## src/rtl/dsfr_pkg.sv

```systemverilog
// Shared types and constants for the single-wire sensor frame receiver.
// Used by dsfr_decode and dht_sensor_frame_receiver; depends on nothing.
package dsfr_pkg;

    localparam int unsigned FRAME_BITS     = 40;
    localparam int unsigned CNT_W          = 7;
    localparam logic [CNT_W-1:0] CNT_MAX   = 7'd127;
    localparam logic [CNT_W-1:0] MIN_FRAME_BITS = 7'd30;

    localparam int unsigned TEMP_W = 12;
    localparam int unsigned HUM_W  = 11;

    localparam logic [31:0] LONG_GAP_RESET = 32'd200000000;
    localparam logic [31:0] ONE_BIT_RESET  = 32'd100000;

    // Decode limits, in whole units for the narrow format, tenths for the wide one
    localparam logic [7:0]  SMALL_TEMP_MAX = 8'd60;
    localparam logic [7:0]  SMALL_HUM_MIN  = 8'd10;
    localparam logic [7:0]  SMALL_HUM_MAX  = 8'd90;
    localparam logic [15:0] WIDE_HUM_MAX   = 16'd1100;
    localparam logic [14:0] WIDE_NEG_MAX   = 15'd500;
    localparam logic [14:0] WIDE_POS_MAX   = 15'd1350;

    typedef enum logic [1:0] {
        ST_GOOD     = 2'd0,
        ST_BAD_SUM  = 2'd1,
        ST_BAD_DATA = 2'd2
    } status_t;

    typedef enum logic [1:0] {
        MODEL_AUTO  = 2'd0,
        MODEL_SMALL = 2'd1,
        MODEL_WIDE  = 2'd2
    } model_t;

    typedef enum logic {
        CMD_EDGE    = 1'b0,
        CMD_TIMEOUT = 1'b1
    } command_t;

    typedef enum logic [1:0] {
        REG_MODEL_SELECT = 2'd0,
        REG_LONG_GAP     = 2'd1,
        REG_ONE_BIT      = 2'd2
    } reg_index_t;

    typedef struct packed {
        logic                     good;
        status_t                  status;
        logic signed [TEMP_W-1:0] temperature;
        logic [HUM_W-1:0]         humidity;
    } decode_res_t;

endpackage

```

## src/rtl/dsfr_decode.sv

```systemverilog
// Frame decoder: checksum and both data formats over the low 40 frame bits.
// Combinational; depends on dsfr_pkg.
module dsfr_decode (
    input  logic [dsfr_pkg::FRAME_BITS-1:0] frame,
    input  logic [1:0]                      model_select,
    output dsfr_pkg::decode_res_t           res
);

    logic [7:0]  b0, b1, b2, b3, b4;
    logic [7:0]  sum;
    logic        small_ok, wide_ok;
    logic [dsfr_pkg::TEMP_W-1:0] small_t, wide_t;
    logic [dsfr_pkg::HUM_W-1:0]  small_h;
    logic [15:0] wide_h;
    logic [14:0] mag;
    logic        neg;
    logic        use_wide, ok;

    assign b0 = frame[7:0];
    assign b1 = frame[15:8];
    assign b2 = frame[23:16];
    assign b3 = frame[31:24];
    assign b4 = frame[39:32];

    assign sum = b1 + b2 + b3 + b4;

    // times ten as shift and add
    assign small_t  = dsfr_pkg::TEMP_W'({b2, 3'b000}) + dsfr_pkg::TEMP_W'({b2, 1'b0});
    assign small_h  = dsfr_pkg::HUM_W'({b4, 3'b000}) + dsfr_pkg::HUM_W'({b4, 1'b0});
    assign small_ok = (b1 == 8'd0) && (b3 == 8'd0) && (b2 <= dsfr_pkg::SMALL_TEMP_MAX)
                      && (b4 >= dsfr_pkg::SMALL_HUM_MIN) && (b4 <= dsfr_pkg::SMALL_HUM_MAX);

    assign wide_h  = {b4, b3};
    assign mag     = {b2[6:0], b1};
    assign neg     = b2[7];
    assign wide_t  = neg ? (~mag[dsfr_pkg::TEMP_W-1:0] + 1'b1) : mag[dsfr_pkg::TEMP_W-1:0];
    assign wide_ok = (wide_h <= dsfr_pkg::WIDE_HUM_MAX)
                     && (neg ? (mag <= dsfr_pkg::WIDE_NEG_MAX) : (mag <= dsfr_pkg::WIDE_POS_MAX));

    always_comb begin
        case (model_select)
            dsfr_pkg::MODEL_SMALL: use_wide = 1'b0;
            dsfr_pkg::MODEL_WIDE:  use_wide = 1'b1;
            default:               use_wide = wide_ok;  // auto tries the wide format first
        endcase
    end

    assign ok = use_wide ? wide_ok : small_ok;

    always_comb begin
        res.temperature = use_wide ? $signed(wide_t) : $signed(small_t);
        res.humidity    = use_wide ? wide_h[dsfr_pkg::HUM_W-1:0] : small_h;
        if (sum != b0) begin
            res.status = dsfr_pkg::ST_BAD_SUM;
            res.good   = 1'b0;
        end else if (!ok) begin
            res.status = dsfr_pkg::ST_BAD_DATA;
            res.good   = 1'b0;
        end else begin
            res.status = dsfr_pkg::ST_GOOD;
            res.good   = 1'b1;
        end
    end

endmodule

```

## src/rtl/dht_sensor_frame_receiver.sv

```systemverilog
// Single-wire sensor frame receiver: edge gaps to bits, timeout to decoded reading.
// Depends on dsfr_pkg and dsfr_decode.
//
//  channel  | signals                                          | dir
//  ---------+--------------------------------------------------+-----
//  events   | s_valid s_ready s_command s_event_tick           | in
//           | s_ignore_reading                                 |
//  readings | m_valid m_ready m_status m_temperature_tenths    | out
//           | m_humidity_tenths                                |
//  config   | psel penable pwrite paddr pwdata prdata pready   | in
//
// One event per cycle while no reading is stalled: an event lands in the input
// register, and when it is processed it updates the frame state while its reading
// (if any) loads the output register.
// Reset (synchronous, aresetn low) clears the frame state, kept values and both
// valid flags, and loads the register defaults. A stalled reading holds the
// output register; the event behind it waits in the input register.
module dht_sensor_frame_receiver (
    input  logic                              aclk,
    input  logic                              aresetn,

    input  logic                              s_valid,
    output logic                              s_ready,
    input  logic                              s_command,
    input  logic [63:0]                       s_event_tick,
    input  logic                              s_ignore_reading,

    output logic                              m_valid,
    input  logic                              m_ready,
    output logic [1:0]                        m_status,
    output logic signed [dsfr_pkg::TEMP_W-1:0] m_temperature_tenths,
    output logic [dsfr_pkg::HUM_W-1:0]        m_humidity_tenths,

    input  logic                              psel,
    input  logic                              penable,
    input  logic                              pwrite,
    input  logic [3:0]                        paddr,
    input  logic [31:0]                       pwdata,
    output logic [31:0]                       prdata,
    output logic                              pready
);

    // configuration
    logic [1:0]  model_select_reg;
    logic [31:0] long_gap_reg;
    logic [31:0] one_bit_reg;
    logic        cfg_write;

    // input register
    logic        in_valid_reg;
    logic        in_cmd_reg;
    logic [63:0] in_tick_reg;
    logic        in_ign_reg;

    // frame state
    logic [63:0]                     prev_tick_reg;
    logic [dsfr_pkg::FRAME_BITS-1:0] code_reg, code_next;
    logic [dsfr_pkg::CNT_W-1:0]      bit_count_reg, bit_count_next;
    logic signed [dsfr_pkg::TEMP_W-1:0] kept_temp_reg, kept_temp_next;
    logic [dsfr_pkg::HUM_W-1:0]      kept_hum_reg, kept_hum_next;

    // output register
    logic        m_valid_reg, m_valid_next;
    logic [1:0]  m_status_reg;
    logic signed [dsfr_pkg::TEMP_W-1:0] m_temp_reg;
    logic [dsfr_pkg::HUM_W-1:0]      m_hum_reg;

    logic        proc_fire;
    logic        emit;
    logic [63:0] gap;
    logic        gap_long, gap_one;
    logic        frame_done;
    dsfr_pkg::decode_res_t dec;

    // ---------------- configuration port ----------------
    assign pready    = 1'b1;
    assign cfg_write = psel && penable && pwrite;

    always_ff @(posedge aclk) begin
        if (!aresetn) begin
            model_select_reg <= dsfr_pkg::MODEL_AUTO;
            long_gap_reg     <= dsfr_pkg::LONG_GAP_RESET;
            one_bit_reg      <= dsfr_pkg::ONE_BIT_RESET;
        end else if (cfg_write) begin
            case (paddr[3:2])
                dsfr_pkg::REG_MODEL_SELECT: model_select_reg <= pwdata[1:0];
                dsfr_pkg::REG_LONG_GAP:     long_gap_reg     <= pwdata;
                dsfr_pkg::REG_ONE_BIT:      one_bit_reg      <= pwdata;
                default: ;
            endcase
        end
    end

    always_comb begin
        case (paddr[3:2])
            dsfr_pkg::REG_MODEL_SELECT: prdata = {30'd0, model_select_reg};
            dsfr_pkg::REG_LONG_GAP:     prdata = long_gap_reg;
            dsfr_pkg::REG_ONE_BIT:      prdata = one_bit_reg;
            default:                    prdata = 32'd0;
        endcase
    end

    // ---------------- input register ----------------
    assign proc_fire = in_valid_reg && (!m_valid_reg || m_ready);
    assign s_ready   = !in_valid_reg || proc_fire;

    always_ff @(posedge aclk) begin
        if (!aresetn) begin
            in_valid_reg <= 1'b0;
        end else if (s_ready) begin
            in_valid_reg <= s_valid;
        end
    end

    always_ff @(posedge aclk) begin
        if (s_valid && s_ready) begin
            in_cmd_reg  <= s_command;
            in_tick_reg <= s_event_tick;
            in_ign_reg  <= s_ignore_reading;
        end
    end

    // ---------------- frame state ----------------
    assign gap        = in_tick_reg - prev_tick_reg;
    assign gap_long   = (gap[63:32] != 32'd0) || (gap[31:0] > long_gap_reg);
    assign gap_one    = (gap[63:32] != 32'd0) || (gap[31:0] > one_bit_reg);
    assign frame_done = (in_cmd_reg == dsfr_pkg::CMD_TIMEOUT)
                        && (bit_count_reg >= dsfr_pkg::MIN_FRAME_BITS);
    assign emit       = proc_fire && frame_done && !in_ign_reg;

    dsfr_decode u_decode (
        .frame        (code_reg),
        .model_select (model_select_reg),
        .res          (dec)
    );

    always_comb begin
        code_next      = code_reg;
        bit_count_next = bit_count_reg;
        if (proc_fire) begin
            if (in_cmd_reg == dsfr_pkg::CMD_EDGE) begin
                if (gap_long) begin
                    // restart the frame
                    code_next      = '0;
                    bit_count_next = '0;
                end else begin
                    code_next = {code_reg[dsfr_pkg::FRAME_BITS-2:0], gap_one};
                    if (bit_count_reg != dsfr_pkg::CNT_MAX) begin
                        bit_count_next = bit_count_reg + 1'b1;
                    end
                end
            end else if (frame_done) begin
                code_next      = '0;
                bit_count_next = '0;
            end
        end
    end

    always_comb begin
        kept_temp_next = kept_temp_reg;
        kept_hum_next  = kept_hum_reg;
        if (emit && dec.good) begin
            kept_temp_next = dec.temperature;
            kept_hum_next  = dec.humidity;
        end
    end

    always_ff @(posedge aclk) begin
        if (!aresetn) begin
            prev_tick_reg <= '0;
            code_reg      <= '0;
            bit_count_reg <= '0;
            kept_temp_reg <= '0;
            kept_hum_reg  <= '0;
        end else begin
            if (proc_fire && (in_cmd_reg == dsfr_pkg::CMD_EDGE)) begin
                prev_tick_reg <= in_tick_reg;
            end
            code_reg      <= code_next;
            bit_count_reg <= bit_count_next;
            kept_temp_reg <= kept_temp_next;
            kept_hum_reg  <= kept_hum_next;
        end
    end

    // ---------------- output register ----------------
    always_comb begin
        m_valid_next = m_valid_reg;
        if (emit) begin
            m_valid_next = 1'b1;
        end else if (m_ready) begin
            m_valid_next = 1'b0;
        end
    end

    always_ff @(posedge aclk) begin
        if (!aresetn) begin
            m_valid_reg <= 1'b0;
        end else begin
            m_valid_reg <= m_valid_next;
        end
    end

    always_ff @(posedge aclk) begin
        if (emit) begin
            m_status_reg <= dec.status;
            m_temp_reg   <= kept_temp_next;
            m_hum_reg    <= kept_hum_next;
        end
    end

    assign m_valid              = m_valid_reg;
    assign m_status             = m_status_reg;
    assign m_temperature_tenths = m_temp_reg;
    assign m_humidity_tenths    = m_hum_reg;

    // ---------------- assertions ----------------
    a_result_from_timeout: assert property (@(posedge aclk) disable iff (!aresetn)
        $rose(m_valid_reg) |-> $past(proc_fire && (in_cmd_reg == dsfr_pkg::CMD_TIMEOUT)))
        else $error("reading produced without a timeout transaction");

    a_frame_cleared: assert property (@(posedge aclk) disable iff (!aresetn)
        (proc_fire && frame_done) |=> (bit_count_reg == '0) && (code_reg == '0))
        else $error("frame not cleared after timeout");

    a_reading_matches_kept: assert property (@(posedge aclk) disable iff (!aresetn)
        m_valid_reg |-> (m_temp_reg == kept_temp_reg) && (m_hum_reg == kept_hum_reg))
        else $error("reading disagrees with kept values");

    a_stall_holds_input: assert property (@(posedge aclk) disable iff (!aresetn)
        !s_ready |-> in_valid_reg && m_valid_reg && !m_ready)
        else $error("input stalled without a blocked reading");

endmodule

```

## config.mk

```make
export PLATFORM = sky130hd
export DESIGN_NAME = dht_sensor_frame_receiver
export DESIGN_NICKNAME = d
export VERILOG_FILES = /design/src/rtl/dsfr_pkg.sv /design/src/rtl/dsfr_decode.sv /design/src/rtl/dht_sensor_frame_receiver.sv
export SDC_FILE = /design/constraint.sdc
export NUM_CORES = 1
export LEC_CHECK = 0
export ABC_AREA = 1
export BUFFER_PORTS_ARGS = -buffer_cell sky130_fd_sc_hd__buf_2
export CAP_MARGIN = 25
export CORE_ASPECT_RATIO = 1.2
export CORE_MARGIN = 4
export CORE_UTILIZATION = 35
export CTS_CLUSTER_SIZE = 30
export DETAILED_ROUTE_END_ITERATION = 12
export PLACE_DENSITY = 0.63
export SYNTH_ARGS = -nofsm -noshare
export SYNTH_HDL_FRONTEND = slang
export SYNTH_SLANG_ARGS = --single-unit
```

## constraint.sdc

```tcl
create_clock -name aclk -period 4 [get_ports aclk]
set_clock_uncertainty 0.1 [all_clocks]
set_input_delay 0 -clock aclk [delete_from_list [all_inputs] [get_ports aclk]]
set_output_delay 0 -clock aclk [all_outputs]
set_load 0.01 [all_outputs]
```

# Word level (Yosys, flattened, before mapping)
# Index checks and enable logic that the tools add are counted.
dict set report totals {
  out_inout_bits 60
  regBits 293
}
dict set report classes {
  n_reduce_logical 32
  bitwise 2
  muxes 20
  n_lt_le_gt_ge 9
  add_sub_neg 8
  n_eq_ne 7
}
# operator n
set ops {}
lappend ops {{$mux W40} 3}
lappend ops {{$pmux W32 S3} 1}
lappend ops {{$gt A32 B32 Y1} 2}
lappend ops {{$sub A64 B64 Y64} 1}
lappend ops {{$mux W12} 3}
lappend ops {{$reduce_bool A32 Y1} 1}
lappend ops {{$mux W7} 4}
lappend ops {{$add A8 B8 Y8} 3}
lappend ops {{$mux W11} 2}
lappend ops {{$le A16 B11 Y1 const B} 1}
lappend ops {{$logic_not A8 Y1} 2}
lappend ops {{$le A15 B11 Y1 const B} 1}
lappend ops {{$le A15 B9 Y1 const B} 1}
lappend ops {{$logic_and A1 B1 Y1} 14}
lappend ops {{$add A11 B9 Y12} 1}
lappend ops {{$add A12 B1 Y12 const B} 1}
lappend ops {{$not A12 Y12} 1}
lappend ops {{$add A11 B9 Y11} 1}
lappend ops {{$ge A8 B4 Y1 const B} 1}
lappend ops {{$le A8 B6 Y1 const B} 1}
lappend ops {{$le A8 B7 Y1 const B} 1}
lappend ops {{$ne A8 B8 Y1} 1}
lappend ops {{$reduce_and A2 Y1} 4}
lappend ops {{$add A7 B1 Y7 const B} 1}
lappend ops {{other kinds (15)} 26}

# Longest topological paths before layout
# Gate-level depths: netlist of run 1.
dict set report logic_depth {
  ltp_word 10
  mapped_depth 30
  ltp_nobuf 30
}

# By module
# A second synthesis of run 1 with hierarchy kept.
dict set report unflattened {
  cells_unflattened 2982
  hier_area_um2 20218.1
}
# module area_each_um2 n_inst cells_each seq_area_each_um2
set modules_own_cells {}
lappend modules_own_cells {dht_sensor_frame_receiver 18007.3 1 2611 6776.5}
lappend modules_own_cells {dsfr_decode 2210.9 1 371 0.0}

# Least setup slack after synthesis of run 1
# Ideal clock, no wire load.
dict set report synth_path {
  path_type {reg2reg}
  startpoint {reg bit_count_reg[1] in the netlist's numbering}
  endpoint {reg m_temp_reg (netlist bit m_temperature_tenths[5]), data pin}
  path_stages_with_launch 10
  t_arrival_ns 3.650
  setup_time_ns 0.259
  synth_period_minus_slack_ns 4.009
  setup_slack_ns -0.009
  required_time_ns 3.641
  path_cell_list {dfxtp_1 > ha_1 > nor2_1 > o311ai_0 > nand2_1 > nor3_1 > nand4_1 > buf_2 > o21ai_0 > inv_1}
}
dict set report synth_via {
  elab_chain_len 6
}
# element line_no
set synth_rtl {}
lappend synth_rtl {{start, declared} dht_sensor_frame_receiver.sv:58} ;# logic [dsfr_pkg::CNT_W-1:0] bit_count_reg, bit_count_next;
lappend synth_rtl {{start signal, assigned} dht_sensor_frame_receiver.sv:180} ;# bit_count_reg <= bit_count_next;
lappend synth_rtl {{$ge A7 B5 Y1} dht_sensor_frame_receiver.sv:128} ;# && (bit_count_reg >= dsfr_pkg::MIN_FRAME_BITS);
lappend synth_rtl {{$logic_and A1 B1 Y1} dht_sensor_frame_receiver.sv:128}
lappend synth_rtl {{$logic_and A1 B1 Y1 (2 in a row)} dht_sensor_frame_receiver.sv:129} ;# assign emit = proc_fire && frame_done && !in_ign_reg;
lappend synth_rtl {{net emit} dht_sensor_frame_receiver.sv:69} ;# logic emit;
lappend synth_rtl {{$logic_and A1 B1 Y1} dht_sensor_frame_receiver.sv:162} ;# if (emit && dec.good) begin
lappend synth_rtl {{$mux W12} dht_sensor_frame_receiver.sv:162}
lappend synth_rtl {{net kept_temp_next, one bit} dht_sensor_frame_receiver.sv:59} ;# logic signed [dsfr_pkg::TEMP_W-1:0] kept_temp_reg, kept_temp_next;
lappend synth_rtl {{end signal, assigned} dht_sensor_frame_receiver.sv:207} ;# m_temp_reg <= kept_temp_next;
lappend synth_rtl {{end, declared} dht_sensor_frame_receiver.sv:65} ;# logic signed [dsfr_pkg::TEMP_W-1:0] m_temp_reg;
# The timed path passes the listed nets, and every way through them passes these cells.
# A chain may end at the register's enable or synchronous reset.

# Worst setup path after layout of run 1
dict set report layout_path {
  startpoint {reg in_tick_reg[13]}
  endpoint {reg code_reg[24] in the netlist's numbering}
}
dict set report layout_via {
  elab_chain_len 5
  elab_cells_between_ends 6
}
# element line_no
set layout_rtl {}
lappend layout_rtl {{start, declared} dht_sensor_frame_receiver.sv:52} ;# logic [63:0] in_tick_reg;
lappend layout_rtl {{start signal, assigned} dht_sensor_frame_receiver.sv:118} ;# in_tick_reg <= s_event_tick;
lappend layout_rtl {{$sub A64 B64 Y64 (*)} dht_sensor_frame_receiver.sv:124} ;# assign gap = in_tick_reg - prev_tick_reg;
lappend layout_rtl {{$gt A32 B32 Y1 or $reduce_bool A32 Y1 (tied branches)} dht_sensor_frame_receiver.sv:125} ;# assign gap_long = (gap[63:32] != 32'd0) || (gap[31:0] > long_gap_reg);
lappend layout_rtl {{$logic_or A1 B1 Y1 (*)} dht_sensor_frame_receiver.sv:125}
lappend layout_rtl {{$mux W40 (*)} dht_sensor_frame_receiver.sv:142} ;# if (gap_long) begin
lappend layout_rtl {{$mux W40 (*)} dht_sensor_frame_receiver.sv:141} ;# if (in_cmd_reg == dsfr_pkg::CMD_EDGE) begin
lappend layout_rtl {{end signal, assigned} dht_sensor_frame_receiver.sv:179} ;# code_reg <= code_next;
lappend layout_rtl {{end, declared} dht_sensor_frame_receiver.sv:57} ;# logic [dsfr_pkg::FRAME_BITS-1:0] code_reg, code_next;
# Mark *: on every way between the ends. The rest lies on a longest branch, timed or not.

==> results of run 1 <==
cell usage in the layout (no fill, tap or decap), types with 7 or more instances in the layout:
cell type	netlist	routed
a21oi_1	277	251
nand2_1	827	737
dlygate4sd3_1	0	120
nand4_1	64	64
inv_1	487	479
clkbuf_16	0	37
o21ai_0	151	146
xor2_2	0	14
inv_2	18	26
a21oi_2	0	24
o211ai_1	20	20
nand3_2	3	11
buf_4	1	151
nor2_1	153	121
xor2_4	0	7
buf_6	10	11
o22ai_1	30	30
nand2_4	3	35
buf_2	4	164
clkbuf_8	0	7
nand3_1	82	70
nand3b_1	12	12
o21ai_1	4	8
fa_1	17	15
nor2_4	1	17
xnor2_1	21	21
dfxtp_1	202	202
nor2_2	11	27
nand2_2	10	67
xor2_1	50	29
ha_4	0	36
nor3_1	17	14
edfxtp_1	91	91
ha_1	151	114
synthesized netlist by cell type (all sizes together), types with 7 or more instances:
master	number
nand2	840
inv	505
a21oi	277
dfxtp	202
nor2	167
o21ai	155
ha	151
edfxtp	91
nand3	85
nand4	64
clkbuf	62
xor2	50
o22ai	30
nor3	24
xnor2	21
buf	20
o211ai	20
fa	17
nand3b	14
o21bai	7
cell families after synthesis:
group                      after synthesis  share of synthesized area
AOI/OAI and AO/OA                      510                      0.137
xor gates and xnor gates                71                     0.0315
adders and majority gates              168                      0.113
buffers and inverters                  592                      0.117
DFF                                    293                      0.343
other                                    1                   0.000190
and+or+nand+nor                       1206                      0.258
worst register-to-register path, cell delays in order (launching register included):
cell and delay, ns:
edfxtp_1 0.44, ha_4 0.27, buf_4 0.15, nand2_4 0.08, inv_1 0.05, nand2_1 0.06
nand2_1 0.07, inv_1 0.07, nand2_2 0.06, inv_2 0.07, nand2_4 0.07, buf_12 0.13
xor2_4 0.19, ha_4 0.28, nand2_4 0.05, nor4_4 0.29, nand4_1 0.19, a21oi_2 0.19
nand3_1 0.09, nor2_1 0.11, nand2_2 0.10, nor2_8 0.18, buf_6 0.14, buf_6 0.11
nand4_1 0.11, a21oi_2 0.15
path summary, 6_finish.rpt:
kind | start | to | slack [ns] | depth (start not counted)
worst max-delay path | in_tick_reg[13] | code_reg[24] | 0.11 | 25
worst min-delay path | s_event_tick[25] | in_tick_reg[25] | 0.05 | 2
worst max register to register | in_tick_reg[13] | code_reg[24] | 0.11 | 25
worst min register to register | prev_tick_reg[37] | prev_tick_reg[37] | 0.36 | 2
cell type report:
class | count | area (um2) | area share
Multi-Input combinational cell | 1956 | 12200 | 0.461
Sequential cell | 293 | 6780 | 0.256
Timing Repair Buffer | 456 | 3490 | 0.132
Inverter | 510 | 1910 | 0.0724
Clock buffer | 45 | 983 | 0.0372
Tap cell | 727 | 910 | 0.0344
Clock inverter | 16 | 180 | 0.00681
stage by stage:
step | setup TNS, ns | instance area, um2
2_1_floorplan | 0 | 19700
3_3_place_gp | -6.82 | 22200
3_5_place_dp | -8.27 | 22200
4_1_cts | 0 | 24900
5_1_grt | -4.91 | 26400
6_report | 0 | 26400
where the power goes:
part	internal (mW)	switching, mW
combinational	0.975	1.32
clock	1.94	1.28
sequential	3.15	0.0445
total	6.07	2.65
timing repair:
item                                    CTS  global route
cloned                                    1             2
resized for setup                        32           290
pin swaps                                 2           113
endpoints found under the setup margin   47            91
hold endpoints to repair                173             0
hold buffers                            120             0
setup buffers                             5            25
routing by layer:
metal	wire [um]	up-vias	track usage	share of wire
met5	0	-	0	0
met4	2380	0	0.0706	0.040
met3	2200	125	0.0241	0.037
met2	29100	391	0.334	0.49
met1	26100	8713	0.238	0.44
li1	-	9913	-	-
==> results.txt, run 1 <==
Status: finished, final reports clean
RSZ-0062 raised after global routing: yes
Ys async rst share: 0
Dominant cell type by area after synthesis: dfxtp_1
Slew margin rel.: 0.357
Total Nets Final: 3528
Max Freq: 257 MHz
Min Clock Period, post-route: 3.89 ns
Main synth FF type: dfxtp_1
Count of different cell masters after synthesis: 51
Final worst setup slack: 0.109 ns
Post-DP HPWL: 45100 um
DRT iter0 DRCs: 1105
EDFF count, synth: 91
Final Hold Fails: 0
I/O pins: 169
Max cap viols: 0
Most used cell, CP: nand2_4
Syn_nets: 3118
Diodes inserted: 0
Dpl cells: 3791
Max stage delay on crit path: 0.44 ns
Synth area leaders: dfxtp_1, nand2_1, edfxtp_1
CTS root buffer: clkbuf_16
Crit path max-delay family: simple AND/OR/NAND/NOR gates
Yosys warns: 0
Vias after detailed routing: 19100
Total core area: 56000 um2
Area growth from synthesis to layout: 33.9%
Maximum VDD drop: 0.310 mV
CTS Buf Count: 34
Total power: 8.71 mW
WP buf/inv: 7
Clk buf depth: 3
Antenna violations before repair: 1
# rows: 95
Die width: 225 um
Worst slew pin tran: 0.965 ns
H-tree Lvls: 2
Fraction of layout cells with a size suffix above 1: 0.211
Min Hold Slack: 0.0517 ns
Lkg Pwr: 12.5 nW
Pwr Density: 330 nW/um2
CP required: 4.37 ns
CP startpoint kind: register
DRT Wirelength: 59800 um
Clk_lat worst skew: 0.55 ns
DR WL/cell: 14.9 um
First-pass DRT Iterations: 5
Fin crit share: 0.973
Vias in the first global route: 17900
Post-synthesis sequential element count: 293
Final setup viols: 0
Critical Path End Type: register
Syn Inst Count: 2841
Hold WC Path Type: input pin to register
Pre-CTS WS: -0.212 ns
First-pass GRT wire length: 92700 um
GR Util All Layers: 0.190
Final core utilization: 0.472
Seq/Total Area, Yosys: 0.343
CP max-delay cell: edfxtp_1
Crit path DAT: 4.26 ns
Die ar.: 60300 um2
Drt drc: 0
Mapped cell area: 19700 um2
Largest net degree at the start of global routing: 84
Syn_area_per_cell: 6.95 um2
Initial core utilization: 0.353
Antenna viol nets, final: 0
Final Non-Filler Cells: 4003
Share of the synthesized area in the top cell type: 0.205
Pins Over Slew Limit: 0
CP Class: register to register
Avg Vias per Cell: 4.78
Clk slew on worst S/H paths: 0.06 ns
PortBufs: 165
Grt total ovfl: 0
CTS Sinks: 293
Gpl congestion: 0.924
CTS tree: yes
CP Max Fanout: 6
Die Y: 268 um
Fillers: 5490
(Power assumes the default switching activity.)
==> inputs of run 2 (changes only) <==
--- a/config.mk
+++ b/config.mk
@@ -10,10 +10,10 @@
 export CAP_MARGIN = 25
 export CORE_ASPECT_RATIO = 1.2
 export CORE_MARGIN = 4
-export CORE_UTILIZATION = 35
+export CORE_UTILIZATION = 55
 export CTS_CLUSTER_SIZE = 30
 export DETAILED_ROUTE_END_ITERATION = 12
-export PLACE_DENSITY = 0.63
+export PLACE_DENSITY = 0.87
 export SYNTH_ARGS = -nofsm -noshare
 export SYNTH_HDL_FRONTEND = slang
 export SYNTH_SLANG_ARGS = --single-unit
==> run 2 against run 1 <==
- utilization rose by 24 points
- first-iteration DRC count rose by 68%
- clock power fell by 15%
- the flow now finishes with violations (setup timing)
- count of clock-buffer cells in the layout fell by 2
- combinational power fell by 7%
- largest power group is now sequential cells
- cell area fell by 5.4%
- highest routed layer unchanged
- register-to-register slack got worse by 0.26 ns
- worst hold slack got worse by 0.015 ns
==> results.txt, run 2 (synthesis results as in run 1) <==
Status: complete, but fails checks
Failing checks: setup timing
Grt total ovfl: 0
Diodes inserted: 0
Crit path max-delay family: simple AND/OR/NAND/NOR gates
Most used cell, CP: nand2_1
Final Hold Fails: 0
Total core area: 35200 um2
Die ar.: 39000 um2
Max stage delay on crit path: 0.36 ns
Area after DPL: 21500 um2
CP Max Fanout: 8
Post-DP HPWL: 43400 um
Most frequent cells in the layout: nand2_1, inv_1, a21oi_1
Initial core utilization: 0.561
Clk_lat worst skew: 0.58 ns
Pre-CTS WS: -0.115 ns
Die Y: 216 um
Max Freq: 241 MHz
PortBufs: 165
CP Class: register to register
Slew margin rel.: 0.384
First-pass DRT Iterations: 8
Die width: 181 um
Antenna viol nets, final: 0
# rows: 75
CTS Sinks: 293
Critical Path End Type: register
Worst slew pin tran: 0.924 ns
Clk slew on worst S/H paths: 0.06 ns
GR Util All Layers: 0.290
Vias after detailed routing: 20600
First-pass GRT wire length: 94900 um
Sequential cell area: 6780 um2
Final setup viols: 44
Footprint of the multi-input gates: 11700 um2
Clk buf depth: 3
Commonest non-fill, non-tap cell in the layout: nand2_1
Total power: 8.09 mW
Gpl congestion: 0.989
Vias in the first global route: 19700
DRT iter0 DRCs: 1853
Min Clock Period, post-route: 4.15 ns
Area growth from synthesis to layout: 26.6%
H-tree Lvls: 1
Drt drc: 0
Avg Vias per Cell: 5.59
Max cap viols: 0
Pins Over Slew Limit: 0
I/O pins: 169
Maximum VDD drop: 0.423 mV
Total Nets Final: 3472
Final worst setup slack: -0.152 ns
Fraction of layout cells with a size suffix above 1: 0.174
Final instance area: 25000 um2
CTS root buffer: clkbuf_16
Largest net degree at the start of global routing: 127
WP buf/inv: 4
Hold WC Path Type: input pin to register
Crit path DAT: 4.55 ns
Fin crit share: 1.04
DRT Wirelength: 63100 um
Pwr Density: 323 nW/um2
RSZ-0062 raised after global routing: yes
Antenna violations before repair: 0
CP startpoint kind: register
CTS Buf Count: 29
CP max-delay cell: dfxtp_1
Lkg Pwr: 12.1 nW
DR WL/cell: 17.2 um
CP required: 4.40 ns
CTS tree: yes
Fillers: 2590
R2r setup slk: -0.15 ns
run 2: cell count changes in the layout (fill, tap and decap cells not counted), moves of 5 or more:
cell,before,now
nand2_1,737,783
buf_4,151,111
nand2_2,67,43
nand2_4,35,12
xor2_1,29,39
nor2_1,121,130
buf_6,11,3
ha_4,36,28
xor2_2,14,6
clkbuf_16,37,31
dlygate4sd3_1,120,115
nor2_4,17,12
run 2: routing by layer:
metal | vias to the layer above | routed length (um) | track usage
li1 | 9809 | - | -
met1 | 9489 | 24000 | 0.346
met2 | 980 | 31500 | 0.529
met3 | 288 | 4110 | 0.0330
met4 | 0 | 3440 | 0.122
met5 | - | 0 | 0
run 2: area by class of cell:
type,count,share of cell area
Multi-Input combinational cell,1957,0.469
Sequential cell,293,0.271
Timing Repair Buffer,404,0.122
Inverter,510,0.0766
Clock buffer,43,0.0348
Tap cell,462,0.0231
Clock inverter,10,0.00345
run 2: timing repair:
action | CTS | global route
gates resized for setup | 31 | 179
endpoints found under the setup margin | 46 | 93
hold buffers | 115 | 0
buffers inserted | 2 | 20
hold endpoints to repair | 155 | 0
pin swaps | 3 | 65
cloned | 1 | 5
run 2: where the power goes:
group	internal, mW	switching, mW
registers	3.15	0.0480
clock network	1.57	1.19
logic	0.840	1.29
total	5.56	2.53
run 2: per-stage QoR:
stage	hold WS (ns)	cells	utilization	TNS, ns
CTS	0.00823	3652	0.678	0
global route	0.0431	3679	0.711	-13.51
finish	0.0369	3679	0.711	-2.81
detailed placement	0.0781	3481	0.612	-3.95
floorplan	-0.00113	2841	-	0
global placement	0.0760	3480	0.611	-0.0117
run 2: final timing paths:
kind | startpoint | end | cells past startpoint
max | prev_tick_reg[2] | bit_count_reg[2] | 28
min reg2reg | prev_tick_reg[49] | prev_tick_reg[49] | 2
max reg2reg | prev_tick_reg[2] | bit_count_reg[2] | 28
min | s_event_tick[29] | in_tick_reg[29] | 2
